==> config.mk <==
export PLATFORM = sky130hd
export DESIGN_NAME = greedy_change_dispenser
export DESIGN_NICKNAME = d
export VERILOG_FILES = /design/src/hw/rtl/gcd_pkg.sv /design/src/hw/rtl/gcd_ram.sv /design/src/hw/rtl/gcd_stock_store.sv /design/src/hw/rtl/gcd_quot.sv /design/src/hw/rtl/greedy_change_dispenser.sv
export VERILOG_INCLUDE_DIRS = /design/src /design/src/hw/rtl
export SDC_FILE = /design/constraint.sdc
export NUM_CORES = 1
export LEC_CHECK = 0
export ABC_AREA = 1
export BUFFER_PORTS_ARGS = -buffer_cell sky130_fd_sc_hd__buf_2
export CAP_MARGIN = 20
export CORE_AREA = 3 3 195 273
export DETAILED_ROUTE_END_ITERATION = 12
export DIE_AREA = 0 0 198 276
export PLACE_DENSITY = 0.77
export SYNTH_ARGS = -nofsm -noshare
export SYNTH_HDL_FRONTEND = slang
export SYNTH_SLANG_ARGS = --single-unit
==> constraint.sdc <==
create_clock -name clk_i -period 17.4 [get_ports clk_i]
set_input_delay 3.48 -clock clk_i [delete_from_list [all_inputs] [get_ports clk_i]]
set_output_delay 3.48 -clock clk_i [all_outputs]
set_load 0.01 [all_outputs]
==> src/hw/rtl/greedy_change_dispenser_defines.svh <==
// Assertion macros for the change dispenser RTL.
// No dependencies; included by the modules that carry assertions.
`ifndef GREEDY_CHANGE_DISPENSER_DEFINES_SVH
`define GREEDY_CHANGE_DISPENSER_DEFINES_SVH
`ifndef SYNTHESIS
// Assertion on clk_i, disabled while rst_ni is low.
`define GCD_ASSERT(lbl, prop, msg) \
  lbl: assert property (@(posedge clk_i) disable iff (!rst_ni) prop) else $error(msg);
// Assertion on an explicit clock and active-low reset.
`define GCD_ASSERT_CLK(lbl, clk, rst, prop, msg) \
  lbl: assert property (@(posedge clk) disable iff (!rst) prop) else $error(msg);
`else
`define GCD_ASSERT(lbl, prop, msg)
`define GCD_ASSERT_CLK(lbl, clk, rst, prop, msg)
`endif
`endif

==> src/hw/rtl/gcd_pkg.sv <==
// Package of the change dispenser: widths, status codes and the denomination table.
// No dependencies.
`default_nettype none
package gcd_pkg;

  localparam int DenomSlots   = 9;
  localparam int NumDenoms    = 9;
  localparam int ActiveDenoms = (NumDenoms > DenomSlots) ? DenomSlots : NumDenoms;
  localparam int IdxW         = $clog2(DenomSlots);
  localparam int AmtW         = 16;
  localparam int CntW         = 8;
  localparam int NotesW       = 10;
  localparam int CoinsW       = 11;
  localparam int StatusW      = 2;
  localparam int ValueW       = 9;
  localparam int ShiftW       = 3;
  localparam int RecipW       = 17;
  localparam int PostW        = 5;

  localparam logic [StatusW-1:0] StatusOk      = 2'd0;
  localparam logic [StatusW-1:0] StatusShort   = 2'd1;
  localparam logic [StatusW-1:0] StatusNoStock = 2'd2;

  // One denomination: value in half-dirham units, value = (1 << shift) * m,
  // and floor(x / m) = (x * recip) >> post for every 16-bit x.
  typedef struct packed {
    logic [ValueW-1:0] value;
    logic [ShiftW-1:0] shift;
    logic [RecipW-1:0] recip;
    logic [PostW-1:0]  post;
    logic              note;
    logic [CntW-1:0]   init;
  } denom_t;

  typedef struct packed {
    logic            rd_en;
    logic [IdxW-1:0] rd_addr;
    logic            wr_en;
    logic [IdxW-1:0] wr_addr;
    logic [CntW-1:0] wr_data;
    logic            commit;
  } store_req_t;

  function automatic denom_t denom_info(input logic [IdxW-1:0] idx);
    denom_t d;
    case (idx)
      4'd0:    d = '{9'd400, 3'd4, 17'd83887, 5'd21, 1'b1, 8'd0};
      4'd1:    d = '{9'd200, 3'd3, 17'd83887, 5'd21, 1'b1, 8'd0};
      4'd2:    d = '{9'd100, 3'd2, 17'd83887, 5'd21, 1'b1, 8'd0};
      4'd3:    d = '{9'd40,  3'd3, 17'd52429, 5'd18, 1'b1, 8'd0};
      4'd4:    d = '{9'd20,  3'd2, 17'd52429, 5'd18, 1'b0, 8'd5};
      4'd5:    d = '{9'd10,  3'd1, 17'd52429, 5'd18, 1'b0, 8'd3};
      4'd6:    d = '{9'd4,   3'd2, 17'd1,     5'd0,  1'b0, 8'd2};
      4'd7:    d = '{9'd2,   3'd1, 17'd1,     5'd0,  1'b0, 8'd6};
      4'd8:    d = '{9'd1,   3'd0, 17'd1,     5'd0,  1'b0, 8'd3};
      default: d = '{9'd1,   3'd0, 17'd1,     5'd0,  1'b0, 8'd0};
    endcase
    return d;
  endfunction

endpackage
`default_nettype wire

==> src/hw/rtl/gcd_ram.sv <==
// Single-bank stock RAM: one write port, one read port with registered data.
// Depends on gcd_pkg.
`default_nettype none
module gcd_ram (
  input  wire logic                     clk_i,
  input  wire logic                     we_i,
  input  wire logic [gcd_pkg::IdxW-1:0] waddr_i,
  input  wire logic [gcd_pkg::CntW-1:0] wdata_i,
  input  wire logic                     re_i,
  input  wire logic [gcd_pkg::IdxW-1:0] raddr_i,
  output logic      [gcd_pkg::CntW-1:0] rdata_o
);

  logic [gcd_pkg::CntW-1:0] mem_q [gcd_pkg::DenomSlots];
  logic [gcd_pkg::CntW-1:0] rdata_q;

  always_ff @(posedge clk_i) begin
    if (we_i) begin
      mem_q[waddr_i] <= wdata_i;
    end
    if (re_i) begin
      rdata_q <= mem_q[raddr_i];
    end
  end

  assign rdata_o = rdata_q;

endmodule
`default_nettype wire

==> src/hw/rtl/gcd_stock_store.sv <==
// Stock store: two RAM banks, one live and one shadow, swapped on commit.
// Depends on gcd_pkg, gcd_ram and the assertion macro header.
`default_nettype none
`include "greedy_change_dispenser_defines.svh"
module gcd_stock_store (
  input  wire logic                     clk_i,
  input  wire logic                     rst_ni,
  input  wire gcd_pkg::store_req_t      req_i,
  output logic      [gcd_pkg::CntW-1:0] rd_data_o
);

  logic                           bank_sel_q;
  logic [gcd_pkg::DenomSlots-1:0] valid_q [2];
  logic                           rd_bank_q;
  logic                           rd_valid_q;
  logic [gcd_pkg::IdxW-1:0]       rd_addr_q;
  logic [gcd_pkg::CntW-1:0]       rdata0, rdata1;
  logic                           we0, we1;
  gcd_pkg::denom_t                rd_info;

  // Reads go to the live bank, writes to the shadow bank, so they never collide.
  assign we0 = req_i.wr_en &  bank_sel_q;
  assign we1 = req_i.wr_en & ~bank_sel_q;

  gcd_ram u_bank0 (
    .clk_i  (clk_i),
    .we_i   (we0),
    .waddr_i(req_i.wr_addr),
    .wdata_i(req_i.wr_data),
    .re_i   (req_i.rd_en & ~bank_sel_q),
    .raddr_i(req_i.rd_addr),
    .rdata_o(rdata0)
  );

  gcd_ram u_bank1 (
    .clk_i  (clk_i),
    .we_i   (we1),
    .waddr_i(req_i.wr_addr),
    .wdata_i(req_i.wr_data),
    .re_i   (req_i.rd_en & bank_sel_q),
    .raddr_i(req_i.rd_addr),
    .rdata_o(rdata1)
  );

  always_ff @(posedge clk_i or negedge rst_ni) begin
    if (!rst_ni) begin
      bank_sel_q <= 1'b0;
      valid_q[0] <= '0;
      valid_q[1] <= '0;
      rd_bank_q  <= 1'b0;
      rd_valid_q <= 1'b0;
      rd_addr_q  <= '0;
    end else begin
      if (req_i.rd_en) begin
        rd_bank_q  <= bank_sel_q;
        rd_valid_q <= valid_q[bank_sel_q][req_i.rd_addr];
        rd_addr_q  <= req_i.rd_addr;
      end
      if (req_i.wr_en) begin
        valid_q[~bank_sel_q][req_i.wr_addr] <= 1'b1;
      end
      if (req_i.commit) begin
        bank_sel_q <= ~bank_sel_q;
      end
    end
  end

  // An entry never written still holds its reset stock.
  assign rd_info   = gcd_pkg::denom_info(rd_addr_q);
  assign rd_data_o = rd_valid_q ? (rd_bank_q ? rdata1 : rdata0) : rd_info.init;

  `GCD_ASSERT(a_commit_full_shadow, req_i.commit |-> (&valid_q[~bank_sel_q]), "commit of partly written shadow bank")
  `GCD_ASSERT(a_no_commit_while_write, req_i.commit |-> !req_i.wr_en, "commit during shadow write")

endmodule
`default_nettype wire

==> src/hw/rtl/gcd_quot.sv <==
// Quotient unit: floor(amount / denomination) by shift and reciprocal multiply.
// Depends on gcd_pkg.
`default_nettype none
module gcd_quot (
  input  wire logic                     clk_i,
  input  wire logic                     en_i,
  input  wire logic [gcd_pkg::AmtW-1:0] amount_i,
  input  wire logic [gcd_pkg::IdxW-1:0] idx_i,
  output logic      [gcd_pkg::AmtW-1:0] quot_o
);

  localparam int ProdW = gcd_pkg::AmtW + gcd_pkg::RecipW;

  gcd_pkg::denom_t          info;
  logic [gcd_pkg::AmtW-1:0] scaled;
  logic [ProdW-1:0]         prod;
  logic [ProdW-1:0]         shifted;
  logic [gcd_pkg::AmtW-1:0] quot_q;

  assign info    = gcd_pkg::denom_info(idx_i);
  assign scaled  = amount_i >> info.shift;
  assign prod    = ProdW'(scaled) * ProdW'(info.recip);
  assign shifted = prod >> info.post;

  always_ff @(posedge clk_i) begin
    if (en_i) begin
      quot_q <= shifted[gcd_pkg::AmtW-1:0];
    end
  end

  assign quot_o = quot_q;

endmodule
`default_nettype wire

==> src/hw/rtl/greedy_change_dispenser.sv <==
// Greedy change dispenser, top level: control sequencer, counters, result register.
// Depends on gcd_pkg, gcd_stock_store, gcd_quot and the assertion macro header.
//
//   channel | handshake               | word
//   --------+-------------------------+-----------------------------------------
//   in      | in_valid_i/in_ready_o   | price_i, paid_i
//   out     | out_valid_o/out_ready_i | status_o, count_*_o, notes_total_o,
//           |                         | coins_total_o
//
// A transaction runs from the cycle in which the word is accepted to the one
// that loads the result: accept, then for all nine slots a quotient multiply
// and a stock update per denomination, then commit. A short payment skips the
// scan and goes straight from accept to commit. The stock RAM read port and
// the quotient multiplier are each used once per denomination.
// After reset the stock holds its initial counts at once; no clearing pass.
// A new word is accepted while a result waits; the commit cycle waits for
// the result register to be free.
`default_nettype none
`include "greedy_change_dispenser_defines.svh"
module greedy_change_dispenser (
  input  wire logic                        clk_i,
  input  wire logic                        rst_ni,
  input  wire logic                        in_valid_i,
  output logic                             in_ready_o,
  input  wire logic [gcd_pkg::AmtW-1:0]    price_i,
  input  wire logic [gcd_pkg::AmtW-1:0]    paid_i,
  output logic                             out_valid_o,
  input  wire logic                        out_ready_i,
  output logic      [gcd_pkg::StatusW-1:0] status_o,
  output logic      [gcd_pkg::CntW-1:0]    count_200_o,
  output logic      [gcd_pkg::CntW-1:0]    count_100_o,
  output logic      [gcd_pkg::CntW-1:0]    count_50_o,
  output logic      [gcd_pkg::CntW-1:0]    count_20_o,
  output logic      [gcd_pkg::CntW-1:0]    count_10_o,
  output logic      [gcd_pkg::CntW-1:0]    count_5_o,
  output logic      [gcd_pkg::CntW-1:0]    count_2_o,
  output logic      [gcd_pkg::CntW-1:0]    count_1_o,
  output logic      [gcd_pkg::CntW-1:0]    count_half_o,
  output logic      [gcd_pkg::NotesW-1:0]  notes_total_o,
  output logic      [gcd_pkg::CoinsW-1:0]  coins_total_o
);

  // Sequencer states: idle, quotient multiply, stock update, commit.
  localparam logic [1:0] StIdle = 2'd0;
  localparam logic [1:0] StMul  = 2'd1;
  localparam logic [1:0] StUpd  = 2'd2;
  localparam logic [1:0] StFin  = 2'd3;

  localparam logic [gcd_pkg::IdxW-1:0] LastIdx   = gcd_pkg::IdxW'(gcd_pkg::DenomSlots - 1);
  localparam logic [gcd_pkg::IdxW-1:0] ActiveLim = gcd_pkg::IdxW'(gcd_pkg::ActiveDenoms);

  logic [1:0]                  state_q, state_d;
  logic [gcd_pkg::IdxW-1:0]    idx_q, idx_d;
  logic [gcd_pkg::AmtW-1:0]    left_q, left_d;
  logic                        short_q, short_d;
  logic [gcd_pkg::CntW-1:0]    cnt_q [gcd_pkg::DenomSlots];
  logic [gcd_pkg::NotesW-1:0]  notes_q;
  logic [gcd_pkg::CoinsW-1:0]  coins_q;

  logic                        out_valid_q;
  logic [gcd_pkg::StatusW-1:0] out_status_q;
  logic [gcd_pkg::CntW-1:0]    out_cnt_q [gcd_pkg::DenomSlots];
  logic [gcd_pkg::NotesW-1:0]  out_notes_q;
  logic [gcd_pkg::CoinsW-1:0]  out_coins_q;

  gcd_pkg::store_req_t         store_req;
  logic [gcd_pkg::CntW-1:0]    stock_rd;
  logic [gcd_pkg::AmtW-1:0]    quot;
  gcd_pkg::denom_t             cur_info;
  logic [gcd_pkg::CntW-1:0]    take;
  logic [gcd_pkg::AmtW:0]      spent;
  logic                        accept;
  logic                        out_free;
  logic                        exact;
  logic                        upd;
  logic                        clear_cnt;

  assign accept   = in_valid_i & in_ready_o;
  assign out_free = ~out_valid_q | out_ready_i;
  assign exact    = ~short_q & (left_q == '0);
  assign upd      = (state_q == StUpd);

  gcd_stock_store u_store (
    .clk_i    (clk_i),
    .rst_ni   (rst_ni),
    .req_i    (store_req),
    .rd_data_o(stock_rd)
  );

  gcd_quot u_quot (
    .clk_i   (clk_i),
    .en_i    (state_q == StMul),
    .amount_i(left_q),
    .idx_i   (idx_q),
    .quot_o  (quot)
  );

  // Pieces taken: the quotient capped by stock, none for slots left out.
  assign cur_info = gcd_pkg::denom_info(idx_q);
  always_comb begin
    if (idx_q >= ActiveLim) begin
      take = '0;
    end else if (quot < gcd_pkg::AmtW'(stock_rd)) begin
      take = quot[gcd_pkg::CntW-1:0];
    end else begin
      take = stock_rd;
    end
  end
  assign spent = (gcd_pkg::AmtW+1)'(take) * (gcd_pkg::AmtW+1)'(cur_info.value);

  always_comb begin
    state_d   = state_q;
    idx_d     = idx_q;
    left_d    = left_q;
    short_d   = short_q;
    clear_cnt = 1'b0;
    store_req = '0;
    case (state_q)
      StIdle: begin
        if (accept) begin
          short_d           = (paid_i < price_i);
          left_d            = paid_i - price_i;
          idx_d             = '0;
          clear_cnt         = 1'b1;
          store_req.rd_en   = 1'b1;
          store_req.rd_addr = '0;
          state_d           = (paid_i < price_i) ? StFin : StMul;
        end
      end
      StMul: begin
        state_d = StUpd;
      end
      StUpd: begin
        left_d            = left_q - spent[gcd_pkg::AmtW-1:0];
        store_req.wr_en   = 1'b1;
        store_req.wr_addr = idx_q;
        store_req.wr_data = stock_rd - take;
        if (idx_q == LastIdx) begin
          state_d = StFin;
        end else begin
          idx_d             = idx_q + gcd_pkg::IdxW'(1);
          store_req.rd_en   = 1'b1;
          store_req.rd_addr = idx_q + gcd_pkg::IdxW'(1);
          state_d           = StMul;
        end
      end
      StFin: begin
        if (out_free) begin
          store_req.commit = exact;
          state_d          = StIdle;
        end
      end
      default: begin
        state_d = StIdle;
      end
    endcase
  end

  assign in_ready_o = (state_q == StIdle);

  always_ff @(posedge clk_i or negedge rst_ni) begin
    if (!rst_ni) begin
      state_q     <= StIdle;
      out_valid_q <= 1'b0;
    end else begin
      state_q <= state_d;
      if ((state_q == StFin) && out_free) begin
        out_valid_q <= 1'b1;
      end else if (out_ready_i) begin
        out_valid_q <= 1'b0;
      end
    end
  end

  // Working registers of the transaction.
  always_ff @(posedge clk_i) begin
    idx_q   <= idx_d;
    left_q  <= left_d;
    short_q <= short_d;
    if (clear_cnt) begin
      for (int i = 0; i < gcd_pkg::DenomSlots; i++) begin
        cnt_q[i] <= '0;
      end
      notes_q <= '0;
      coins_q <= '0;
    end else if (upd) begin
      cnt_q[idx_q] <= take;
      if (cur_info.note) begin
        notes_q <= notes_q + gcd_pkg::NotesW'(take);
      end else begin
        coins_q <= coins_q + gcd_pkg::CoinsW'(take);
      end
    end
  end

  // Result register: counts only go out when the change came out exact.
  always_ff @(posedge clk_i) begin
    if ((state_q == StFin) && out_free) begin
      out_status_q <= short_q ? gcd_pkg::StatusShort :
                      (exact ? gcd_pkg::StatusOk : gcd_pkg::StatusNoStock);
      for (int i = 0; i < gcd_pkg::DenomSlots; i++) begin
        out_cnt_q[i] <= exact ? cnt_q[i] : '0;
      end
      out_notes_q <= exact ? notes_q : '0;
      out_coins_q <= exact ? coins_q : '0;
    end
  end

  assign out_valid_o   = out_valid_q;
  assign status_o      = out_status_q;
  assign count_200_o   = out_cnt_q[0];
  assign count_100_o   = out_cnt_q[1];
  assign count_50_o    = out_cnt_q[2];
  assign count_20_o    = out_cnt_q[3];
  assign count_10_o    = out_cnt_q[4];
  assign count_5_o     = out_cnt_q[5];
  assign count_2_o     = out_cnt_q[6];
  assign count_1_o     = out_cnt_q[7];
  assign count_half_o  = out_cnt_q[8];
  assign notes_total_o = out_notes_q;
  assign coins_total_o = out_coins_q;

  `GCD_ASSERT(a_commit_only_exact,
              store_req.commit |-> (!short_q && left_q == '0),
              "stock committed on failed change")
  `GCD_ASSERT(a_fail_zero_totals,
              (out_valid_o && status_o != gcd_pkg::StatusOk) |->
                (notes_total_o == '0 && coins_total_o == '0),
              "failed result carries pieces")
  `GCD_ASSERT(a_notes_sum,
              out_valid_o |-> (notes_total_o == gcd_pkg::NotesW'(count_200_o) +
                               gcd_pkg::NotesW'(count_100_o) +
                               gcd_pkg::NotesW'(count_50_o) +
                               gcd_pkg::NotesW'(count_20_o)),
              "note total mismatch")
  `GCD_ASSERT(a_no_scan_when_short, (state_q == StUpd) |-> !short_q, "scan run on short payment")

endmodule
`default_nettype wire
* After elaboration in Yosys (flattened, before gate mapping) *
Memories as Yosys holds them, arrays and structs flattened. A register that Yosys moved wholly into a read port is not among the register bits.
Cells that the tools add are included.

operators by class
  add/sub/neg operators = 6
  multipliers = 2
  magnitude comparators = 9
  equal/unequal tests = 7
  shift operators = 2
  multiplexer cells = 59
  bitwise operators = 14
  reduce and logical (&&, ||, !) cells = 14

operators with widths
  operator            count
  $mux 8              14
  $mux 9              4
  $mul 16x17->33      1
  $shr 33x5->16       1
  $pmux 16 s2         1
  $sub 16x16->16      2
  $mux 1              20
  $mux 4              5
  $or 18x18->18       1
  $logic_not 16->1    1
  $lt 16x16->1        1
  $lt 16x8->1         1
  $mul 8x9->16        1
  $mux 16             1
  $shr 16x3->16       1
  $mux 13             1
  $add 11x8->11       1
  $add 10x8->10       1
  $lt 4x5->1 const B  2
  $mux 2              5
  $mux 5              2
  $pmux 5 s2          1
  $reduce_and 2->1    5
  $demux 9 s1         1
  other kinds (24)    39

word-level totals
  register bits = 109
  bits in writable memories = 288
  ROM bits = 1584
  input bits = 36
  output and inout port bits = 97
  word-level logic and storage cells = 137
  memories = 7

memories
  name                   words  bits a word  rd ports  clocked after memory_dff  write ports  RTL line                       RTL
  (no name shown)        16     33           1         1                         0            gcd_pkg.sv:46                  case (idx)
  (no name shown)        16     33           1         1                         0            gcd_pkg.sv:46
  (no name shown)        16     33           1         0                         0            gcd_pkg.sv:46
  cnt_q                  9      8            9         0                         9            greedy_change_dispenser.sv:56  logic [gcd_pkg::CntW-1:0] cnt_q [gcd_pkg::DenomSlots];
  out_cnt_q              9      8            9         0                         9            greedy_change_dispenser.sv:62  logic [gcd_pkg::CntW-1:0] out_cnt_q [gcd_pkg::DenomSlots];
  u_store.u_bank0.mem_q  9      8            1         1                         1            gcd_ram.sv:14                  logic [gcd_pkg::CntW-1:0] mem_q [gcd_pkg::DenomSlots];
  1 more memories        n/a    n/a          n/a       n/a                       n/a          n/a

* Longest topological paths before layout *
Gate-level depths: netlist (run 1).

  word-level depth = 14
  gate-level depth with buffers = 38
  depth with buffers taken out = 37

* Cells and area by module *
Synthesis (run 1) repeated with hierarchy kept, for this count alone.

unflattened totals
  cells, all modules = 3510
  area total of the unflattened synthesis = 31101.1 um2

modules (own cells, without submodules)
  module                   instances  cells an instance  area an instance (um2)  seq. area each (um2)
  greedy_change_dispenser  1          1448               13511.7                 6341.1
  gcd_quot                 1          1267               9505.4                  480.5
  gcd_ram                  2          308                3382.0                  2402.3
  gcd_stock_store          1          179                1320.0                  625.6

* Worst setup path after synthesis (run 1) *
OpenSTA, ideal clock, no wires.

  path type = input-to-reg
  start point = input out_ready_i
  end point = register u_store.bank_sel_q
  arrival time = 8.096 ns
  required time = 17.265 ns
  slack = 9.169 ns
  cell stages on the path = 4
  path buffers = 0
  path through = nor2_1 -> nor2_1 -> nand2_1 -> xor2_1

between the ends
  cells in the longest elaborated chain, start to end = 3

ends and longest elaborated chain
  item                    RTL line                        RTL
  start: declaration      greedy_change_dispenser.sv:28   input wire logic out_ready_i,
  $or 1x1->1              greedy_change_dispenser.sv:79   assign out_free = ~out_valid_q | out_ready_i;
  $mux 1                  greedy_change_dispenser.sv:148  if (out_free) begin
  $mux 1                  greedy_change_dispenser.sv:118  case (state_q)
  end signal: assignment  gcd_stock_store.sv:63           bank_sel_q <= ~bank_sel_q;
  end: declaration        gcd_stock_store.sv:12           logic bank_sel_q;

Every way passes these cells.
A chain may end at the register's enable or synchronous reset.

* Worst setup path in the final report (run 1) *
  start point = register, netlist name u_quot.info[31]
  end point = register u_quot.quot_q (netlist bit u_quot.quot_o[13]), data pin

between the ends
  cells in the longest elaborated chain, start to end = 3

ends and longest elaborated chain
  item                    RTL line        RTL
  $shr 16x3->16           gcd_quot.sv:21  assign scaled = amount_i >> info.shift;
  $mul 16x17->33          gcd_quot.sv:22  assign prod = ProdW'(scaled) * ProdW'(info.recip);
  $shr 33x5->16           gcd_quot.sv:23  assign shifted = prod >> info.post;
  net u_quot.shifted[13]  gcd_quot.sv:17  logic [ProdW-1:0] shifted;
  end signal: assignment  gcd_quot.sv:27  quot_q <= shifted[gcd_pkg::AmtW-1:0];
  end: declaration        gcd_quot.sv:18  logic [gcd_pkg::AmtW-1:0] quot_q;

The timed path passes the listed nets, and every way through them passes these cells.

==> results of run 1 <==
==> synth_stat cells, types with 13 or more instances <==
library cell and number:
fa_1 218, buf_1 15, clkbuf_1 52, xor2_1 20, a31oi_1 13, ha_1 238
o21bai_1 44, xnor2_1 17, nor2_1 425, nand2_1 384, dfrtp_1 28, nor3_1 25
inv_2 14, edfxtp_1 364, buf_2 17, or2_2 24, o21ai_0 199, nand4_1 13
inv_1 668, o211ai_1 45, nand3_1 216, dfxtp_1 36, a21oi_1 104
==> layout by cell type, fill, tap and decap left out, types with 4 or more instances in the layout <==
| master | synthesis | final |
|---|---|---|
| a211oi_1 | 5 | 5 |
| a21o_1 | 6 | 6 |
| a21oi_1 | 104 | 102 |
| a21oi_2 | 2 | 4 |
| a31oi_1 | 13 | 13 |
| buf_2 | 17 | 132 |
| buf_4 | 9 | 24 |
| clkbuf_1 | 52 | 7 |
| clkbuf_16 | 0 | 41 |
| clkinv_1 | 2 | 10 |
| clkinv_2 | 0 | 10 |
| dfrtp_1 | 28 | 28 |
| dfxtp_1 | 36 | 36 |
| edfxtp_1 | 364 | 364 |
| fa_1 | 218 | 218 |
| ha_1 | 238 | 238 |
| inv_1 | 668 | 666 |
| inv_2 | 14 | 15 |
| mux2i_1 | 11 | 11 |
| nand2_1 | 384 | 384 |
| nand2_2 | 5 | 5 |
| nand3_1 | 216 | 216 |
| nand3_2 | 4 | 4 |
| nand3b_1 | 7 | 7 |
| nand4_1 | 13 | 13 |
| nor2_1 | 425 | 423 |
| nor2_4 | 3 | 4 |
| nor3_1 | 25 | 24 |
| nor4_1 | 5 | 5 |
| o211ai_1 | 45 | 45 |
| o21a_1 | 4 | 4 |
| o21ai_0 | 199 | 199 |
| o21bai_1 | 44 | 44 |
| o22ai_1 | 4 | 4 |
| or2_2 | 24 | 24 |
| xnor2_1 | 17 | 17 |
| xor2_1 | 20 | 20 |
==> path summary, 6_finish.rpt <==
| check | start | endpoint | slack, ns |
|---|---|---|---|
| max | u_quot.info[31] | u_quot.quot_o[13] | 9.08 |
| min | u_store.valid_q[15] | u_store.valid_q[15] | 0.46 |
| max reg2reg | u_quot.info[31] | u_quot.quot_o[13] | 9.08 |
| min reg2reg | u_store.valid_q[15] | u_store.valid_q[15] | 0.46 |
| max in group asynchronous | rst_ni | out_valid_o | 13.98 |
| min in group asynchronous | rst_ni | u_store.valid_q[16] | 2.95 |
==> flip-flops by register name, summed over array words and instances (netlist names), 2 cells and up <==
name                     count
notes_q                     10
u_store.u_bank0.rdata_o      8
u_store.u_bank1.mem_q       72
coins_total_o               11
notes_total_o               10
idx_q                        4
cnt_q                       72
left_q                      16
u_quot.info                 15
coins_q                     11
u_store.u_bank1.rdata_o      8
u_store.valid_q             18
u_store.rd_addr_q            4
state_q                      2
u_store.u_bank0.mem_q       72
u_quot.quot_o               16
status_o                     2
out_cnt_q                   72
==> cells by family (layout without fill, tap and decap cells) <==
logic type | Yosys count | after routing | share of synthesized area (%)
xor gates and xnor gates | 37 | 37 | 1.06
AOI/OAI and AO/OA | 447 | 447 | 8.58
DFF | 428 | 428 | 40.5
adders and majority gates | 456 | 456 | 24.1
buffers and inverters | 782 | 916 | 9.91
muxes | 11 | 11 | 0.361
and+or+nand+nor | 1119 | 1119 | 15.5
==> worst min-delay path, cell delays in order, from the launching register on <==
cell and delay (ns):
dfrtp_1 0.33, inv_1 0.05, o21ai_0 0.06
==> cell type report <==
cell class                      instances  area [µm²]
Fill cell                            4064       18000
Multi-Input combinational cell       2070       15200
Sequential cell                       428       12400
Inverter                              686        2580
Clock buffer                           49        1070
Timing Repair Buffer                  156         841
Tap cell                              650         813
Clock inverter                         25         184
==> through the flow <==
step	utilization, %	setup slack [ns]	std cells	area [µm²]	hold WS, ns
2_1_floorplan	-	9.17	3280	30500	0.424
3_3_place_gp	62.2	9.31	3990	31700	0.439
3_5_place_dp	62.2	9.20	3990	31700	0.450
4_1_cts	64.7	9.16	4064	33000	0.464
5_1_grt	64.7	8.55	4064	33000	0.486
6_report	64.7	9.08	4064	33000	0.461
==> routing by layer <==
layer	wire (µm)	track usage (%)
met2	39300	50.4
met5	0	0
met4	4910	15.6
met1	29700	35.8
met3	4740	3.23
==> summary.txt, run 1 <==
Run status
  – Status: completed

Route
  – Routed via count: 23200
  – DRC Markers: 0
  – Remaining antenna violation count: 0
  – Wire per inst: 19.4 µm
  – 1st-pass router iterations: 8
  – Total length of routed wires: 78700 µm
  – Initial DRC Count: ~2100
  – DR vias/cell: 5.72

Synth
  – Synth Area per Inst: 9.30 µm²
  – Post-synthesis register bit count: ~430
  – Ys Warns: 0
  – Number of library cell types mapped by synthesis: 58
  – Top post-synthesis cells by area: edfxtp_1 (36%), fa_1 (14%), ha_1 (9.8%)
  – Synth area leader: edfxtp_1
  – EDFF count, synth: roughly 360
  – Synth Flop Type: edfxtp_1
  – Syn nets: 3772
  – Synth top area share: between 30% and 40%
  – Sequential share of the synthesized area: 40.5%
  – Mapped Area: just over 30000 µm²
  – Mapped Cells: approximately 3300
  – Async SR Flop Fraction: 6.54%

CTS
  – CTS Hold Bufs: 0
  – CTS tree: yes
  – Worst-Skew Late Latency: 0.57 ns
  – Clock root cell: clkbuf_16
  – CTS Buf Count: 40
  – CTS Buffer Depth: 3
  – Setup Buffers After CTS: 0
  – Clock transition at path regs: 0.07 ns
  – H-tree Lvls: 2
  – CTS resizes: 0
  – Clock tree sinks: 428

Setup path
  – Slowest stage cell, crit path: dfxtp_1
  – CP Max Fanout: 27
  – WP data required: 17.70 ns
  – Crit path depth: 30
  – Arrival time of the worst setup path: 8.62 ns
  – Worst setup SP type: flip-flop
  – Crit path kind: flip-flop to flip-flop
  – CP Buf/Inv Count: 8
  – Worst Setup End Kind: flip-flop
  – Most used cell, CP: inv_1
  – Reg2reg path depth: 30
  – Delay-heaviest family, CP: adder cells
  – Largest stage delay, worst path: between 0.7 and 0.8 ns

Final layout
  – P&R area growth vs syn: 8.16%
  – N_diodes: 0
  – Nets@finish: 3874
  – Layout cells sized above 1: 8.47%

GRT
  – First-pass GRT wire length: ~130000 µm
  – Vias in the first global route: approximately 24000
  – Total gr overflow: 0
  – Overall Global Routing Usage: 29.1%
  – Largest net degree at the start of global routing: 94
  – Initial antenna violation count: 1

STA
  – FMAX: 120 MHz
  – Crit share post-route: ~48%
  – TNS Setup: 0 ns
  – Max Slew Vio Count: 0
  – Final clock skew: about 0.022 ns
  – RSZ-0062 raised after global routing: false
  – Final setup viols: 0
  – Final min period: ~8.3 ns
  – Rel. slew slack: 27.1%
  – Final hold violation count: 0
  – Worst slew pin tran: 1.09 ns

Floorplanning
  – Rows: 98
  – Core ar.: 51000 µm²
  – Top Ports: around 130
  – Die Ht: 276 µm
  – Die X: 198 µm
  – Initial core utilization: around 60%
  – Die area: 54600 µm²

Placed design
  – HPWL Detailed: ~60000 µm
  – Gp weighted congestion: 0.984
  – # port buffers: approximately 130

Worst hold path
  – Hold Path Class: flip-flop to flip-flop
  – Worst Hold Depth: 2

Run
  – # Max-Cap Violations: 0
Power of run 1 is not shown: default switching activity piles up to over one toggle a cycle in this logic, so the estimate is an artifact.
==> inputs of run 2 (changes only) <==
--- a/config.mk
+++ b/config.mk
@@ -6,12 +6,12 @@
 export SDC_FILE = /design/constraint.sdc
 export NUM_CORES = 1
 export LEC_CHECK = 0
-export ABC_AREA = 1
+export ABC_AREA = 0
 export BUFFER_PORTS_ARGS = -buffer_cell sky130_fd_sc_hd__buf_2
 export CAP_MARGIN = 20
-export CORE_AREA = 3 3 195 273
+export CORE_AREA = 3 3 198 277
 export DETAILED_ROUTE_END_ITERATION = 12
-export DIE_AREA = 0 0 198 276
+export DIE_AREA = 0 0 201 280
 export PLACE_DENSITY = 0.77
 export SYNTH_ARGS = -nofsm -noshare
 export SYNTH_HDL_FRONTEND = slang
==> constraint.sdc (replaced) <==
create_clock -name clk_i -period 7 [get_ports clk_i]
set_input_delay 1.4 -clock clk_i [delete_from_list [all_inputs] [get_ports clk_i]]
set_output_delay 1.4 -clock clk_i [all_outputs]
set_load 0.01 [all_outputs]
==> run 2 against run 1 <==
Against the previous run:
- the run now ends with negative setup slack left
- non-clock buffer count grew 293
- routed wire length decreased by 3.7%
- critical path depth unchanged
- clock skew fell by 0.00052 ns
- synthesized cell count down 14%
- sequential cell count did not move
- critical path type unchanged
- largest cell class unchanged
- highest routed layer unchanged
==> summary.txt, run 2 <==
STA
  – Rel. slew slack: 32.5% (was 27.1%)
  – FMAX: 139 MHz (was 120 MHz)
  – Max Slew Vio Count: 0 (unchanged)
  – Final min period: 7.20 ns (was 8.32 ns)
  – Final hold violation count: 0 (unchanged)
  – Crit share post-route: 103% (was 47.8%)
  – Setup ws final: -0.198 ns (was 9.08 ns)
  – TNS Setup: -1.85 ns (was 0 ns)
  – Final setup viols: 15 (was 0)
  – RSZ-0062 raised after global routing: true (was false)
  – Final clock skew: 0.0219 ns (was 0.0224 ns)
  – Worst slew pin tran: 1.01 ns (was 1.09 ns)

Setup path
  – Worst Setup End Kind: flip-flop (unchanged)
  – Worst setup SP type: flip-flop (unchanged)
  – Crit path kind: flip-flop to flip-flop (unchanged)
  – Largest stage delay, worst path: 0.52 ns (was 0.78 ns)
  – Delay-heaviest family, CP: adder cells (unchanged)
  – WP data required: 7.30 ns (was 17.70 ns)
  – Slowest stage cell, crit path: fa_1 (was dfxtp_1)
  – CP Buf/Inv Count: 10 (was 8)
  – CP Max Fanout: 6 (was 27)
  – Arrival time of the worst setup path: 7.50 ns (was 8.62 ns)
  – Most used cell, CP: fa_1 (was inv_1)

Route
  – Routed via count: 22100 (was 23200)
  – DRC Markers: 0 (unchanged)
  – Total length of routed wires: 75800 µm (was 78700 µm)
  – DR vias/cell: 5.57 (was 5.72)
  – 1st-pass router iterations: 6 (was 8)
  – Initial DRC Count: 1538 (was 2052)
  – Wire per inst: 19.1 µm (was 19.4 µm)
  – Remaining antenna violation count: 0 (unchanged)

Run status
  – Failing checks: negative setup slack
  – Status: finished, violations left (was completed)

CTS
  – Worst-Skew Late Latency: 0.55 ns (was 0.57 ns)
  – CTS Buf Count: 38 (was 40)
  – Clock root cell: clkbuf_16 (unchanged)
  – CTS Buffer Depth: 3 (unchanged)
  – Clock tree sinks: 428 (unchanged)
  – CTS tree: yes (unchanged)
  – Clock transition at path regs: 0.07 ns (about the same)
  – CTS Hold Bufs: 0 (unchanged)
  – H-tree Lvls: 2 (unchanged)

Placed design
  – # port buffers: 132 (unchanged)
  – Gp weighted congestion: 0.953 (was 0.984)
  – HPWL Detailed: 56900 µm (was 60400 µm)
  – Post-detailed-placement cell area: 32900 µm² (was 31700 µm²)

Floorplanning
  – Initial core utilization: 56.8% (was 59.8%)
  – Rows: 99 (was 98)
  – Top Ports: 133 (unchanged)
  – Die X: 201 µm (was 198 µm)
  – Die Ht: 280 µm (was 276 µm)
  – Core ar.: 52400 µm² (was 51000 µm²)
  – Die area: 56300 µm² (was 54600 µm²)

Final layout
  – N_diodes: 0 (unchanged)
  – Commonest non-fill, non-tap cell in the layout: inv_1 (unchanged)
  – Most frequent cells in the layout: inv_1 (405), edfxtp_1 (364), nand2_1 (335), buf_4 (297), ha_1 (217) (was inv_1 (666), nor2_1 (423), nand2_1 (384), edfxtp_1 (364), ha_1 (238))
  – Finished Cell Area: 35700 µm² (was 33000 µm²)
  – Nets@finish: 3716 (was 3874)
  – P&R area growth vs syn: 20.1% (was 8.16%)
  – Layout cells sized above 1: 23.7% (was 8.47%)
  – Fill cell count: 3756 (was 4064)

Synth
  – Post-synthesis register bit count: 428 (unchanged)
  – Syn nets: 3324 (was 3772)
  – Synth Flop Type: edfxtp_1 (unchanged)
  – Leading cell types by count after synthesis: inv_1 (440), edfxtp_1 (364), nand2_1 (354) (was inv_1 (668), nor2_1 (425), nand2_1 (384))
  – Synth Area per Inst: 10.5 µm² (was 9.30 µm²)
  – Async SR Flop Fraction: 6.54% (unchanged)
  – Mapped Cells: 2832 (was 3280)
  – Number of library cell types mapped by synthesis: 72 (was 58)
  – Ys Warns: 0 (unchanged)
  – Top-count cell post-synth: inv_1 (unchanged)
  – Sequential share of the synthesized area: 41.5% (was 40.5%)
  – Mapped Area: 29700 µm² (was 30500 µm²)
  – Synth top area share: 36.8% (was 35.8%)
  – EDFF count, synth: 364 (unchanged)
  – Top post-synthesis cells by area: edfxtp_1 (37%), fa_1 (15%), ha_1 (10%) (was edfxtp_1 (36%), fa_1 (14%), ha_1 (9.8%))
  – Synth area leader: edfxtp_1 (unchanged)

GRT
  – Total gr overflow: 0 (unchanged)
  – Initial antenna violation count: 0 (was 1)
  – Overall Global Routing Usage: 26.7% (was 29.1%)
  – First-pass GRT wire length: 120000 µm (was 126000 µm)
  – Vias in the first global route: 23300 (was 24000)
  – Largest net degree at the start of global routing: 96 (was 94)

Run
  – # Max-Cap Violations: 0 (unchanged)

Worst hold path
  – Hold Path Class: flip-flop to flip-flop (unchanged)
run 2: changes by cell type after synthesis, sizes merged, moves of 24 or more:
cell / change
inv: -240
nand3: -174
and3: +25
and2: +141
o21bai: -33
xnor2: +32
clkbuf: +24
nand2: -36
a21oi: -24
o211ai: -36
mux2i: +37
o21ai: -124
nor2: -222
a21o: +25
run 2: kinds of logic after synthesis:
group	count (synthesis)	synth area share [%]
AND/OR/NAND/NOR	901	14.0
adder cells (fa/ha/maj)	456	24.7
flip-flops	428	41.5
AO/OA/AOI/OAI	361	8.08
buffers and inverters	545	6.92
XOR/XNOR	76	2.24
multiplexers	65	2.52
run 2: path summary, 6_finish.rpt:
| check | startpoint | to | slack [ns] | depth (start not counted) |
|---|---|---|---|---|
| max reg2reg | u_quot.info[31] | u_quot.quot_o[5] | -0.20 | 30 |
| max in group asynchronous | rst_ni | u_store.rd_bank_q | 5.62 | 1 |
| min in group asynchronous | rst_ni | u_store.valid_q[6] | 0.90 | 1 |
| min | u_store.valid_q[1] | u_store.valid_q[1] | 0.47 | 1 |
| min reg2reg | u_store.valid_q[1] | u_store.valid_q[1] | 0.47 | 1 |
| max | u_quot.info[31] | u_quot.quot_o[5] | -0.20 | 30 |
run 2: metrics by stage:
stage	instances	hold slack [ns]	utilization (%)	setup WS, ns
6_report	3961	0.468	68.2	-0.198
5_1_grt	3961	0.478	68.2	-0.444
4_1_cts	3937	0.472	67.0	-0.117
3_5_place_dp	3824	0.454	62.7	-0.368
3_3_place_gp	3824	0.446	62.7	-0.318
2_1_floorplan	2832	0.434	-	0.00476
run 2: worst register-to-register path, delay by kind of cell (launching register included):
family	cells	cell delay, ns
flip-flops	1	0.39
multiplexers	1	0.08
buffers and inverters	10	0.91
AND/OR/NAND/NOR	2	0.12
AO/OA/AOI/OAI	10	2.29
adder cells (fa/ha/maj)	7	3.16
run 2: per-layer routing:
| layer | vias to the layer above | global-route usage (%) | wire, µm |
|---|---|---|---|
| met2 | 763 | 50.2 | 40500 |
| met4 | 0 | 12.2 | 3840 |
| li1 | 10200 | - | - |
| met5 | - | 0 | 0 |
| met3 | 230 | 2.56 | 3650 |
| met1 | 10900 | 30.7 | 27800 |
run 2: final cells by class:
type	instances	area (µm²)	area share, %
well taps	707	885	2.48
flip-flops and latches	428	12400	34.6
inverters	447	1690	4.72
clock inverters	25	255	0.714
multi-input cells	1860	16400	45.8
clock buffers	45	1010	2.82
repair buffers	449	3180	8.91
run 2: timing repair:
action,CTS,global route
endpoints found under the setup margin,17,22
cloned,2,1
gates resized for setup,151,117
pin swaps,83,61
setup buffers,41,24
Power of run 2 is left out for the same reason.
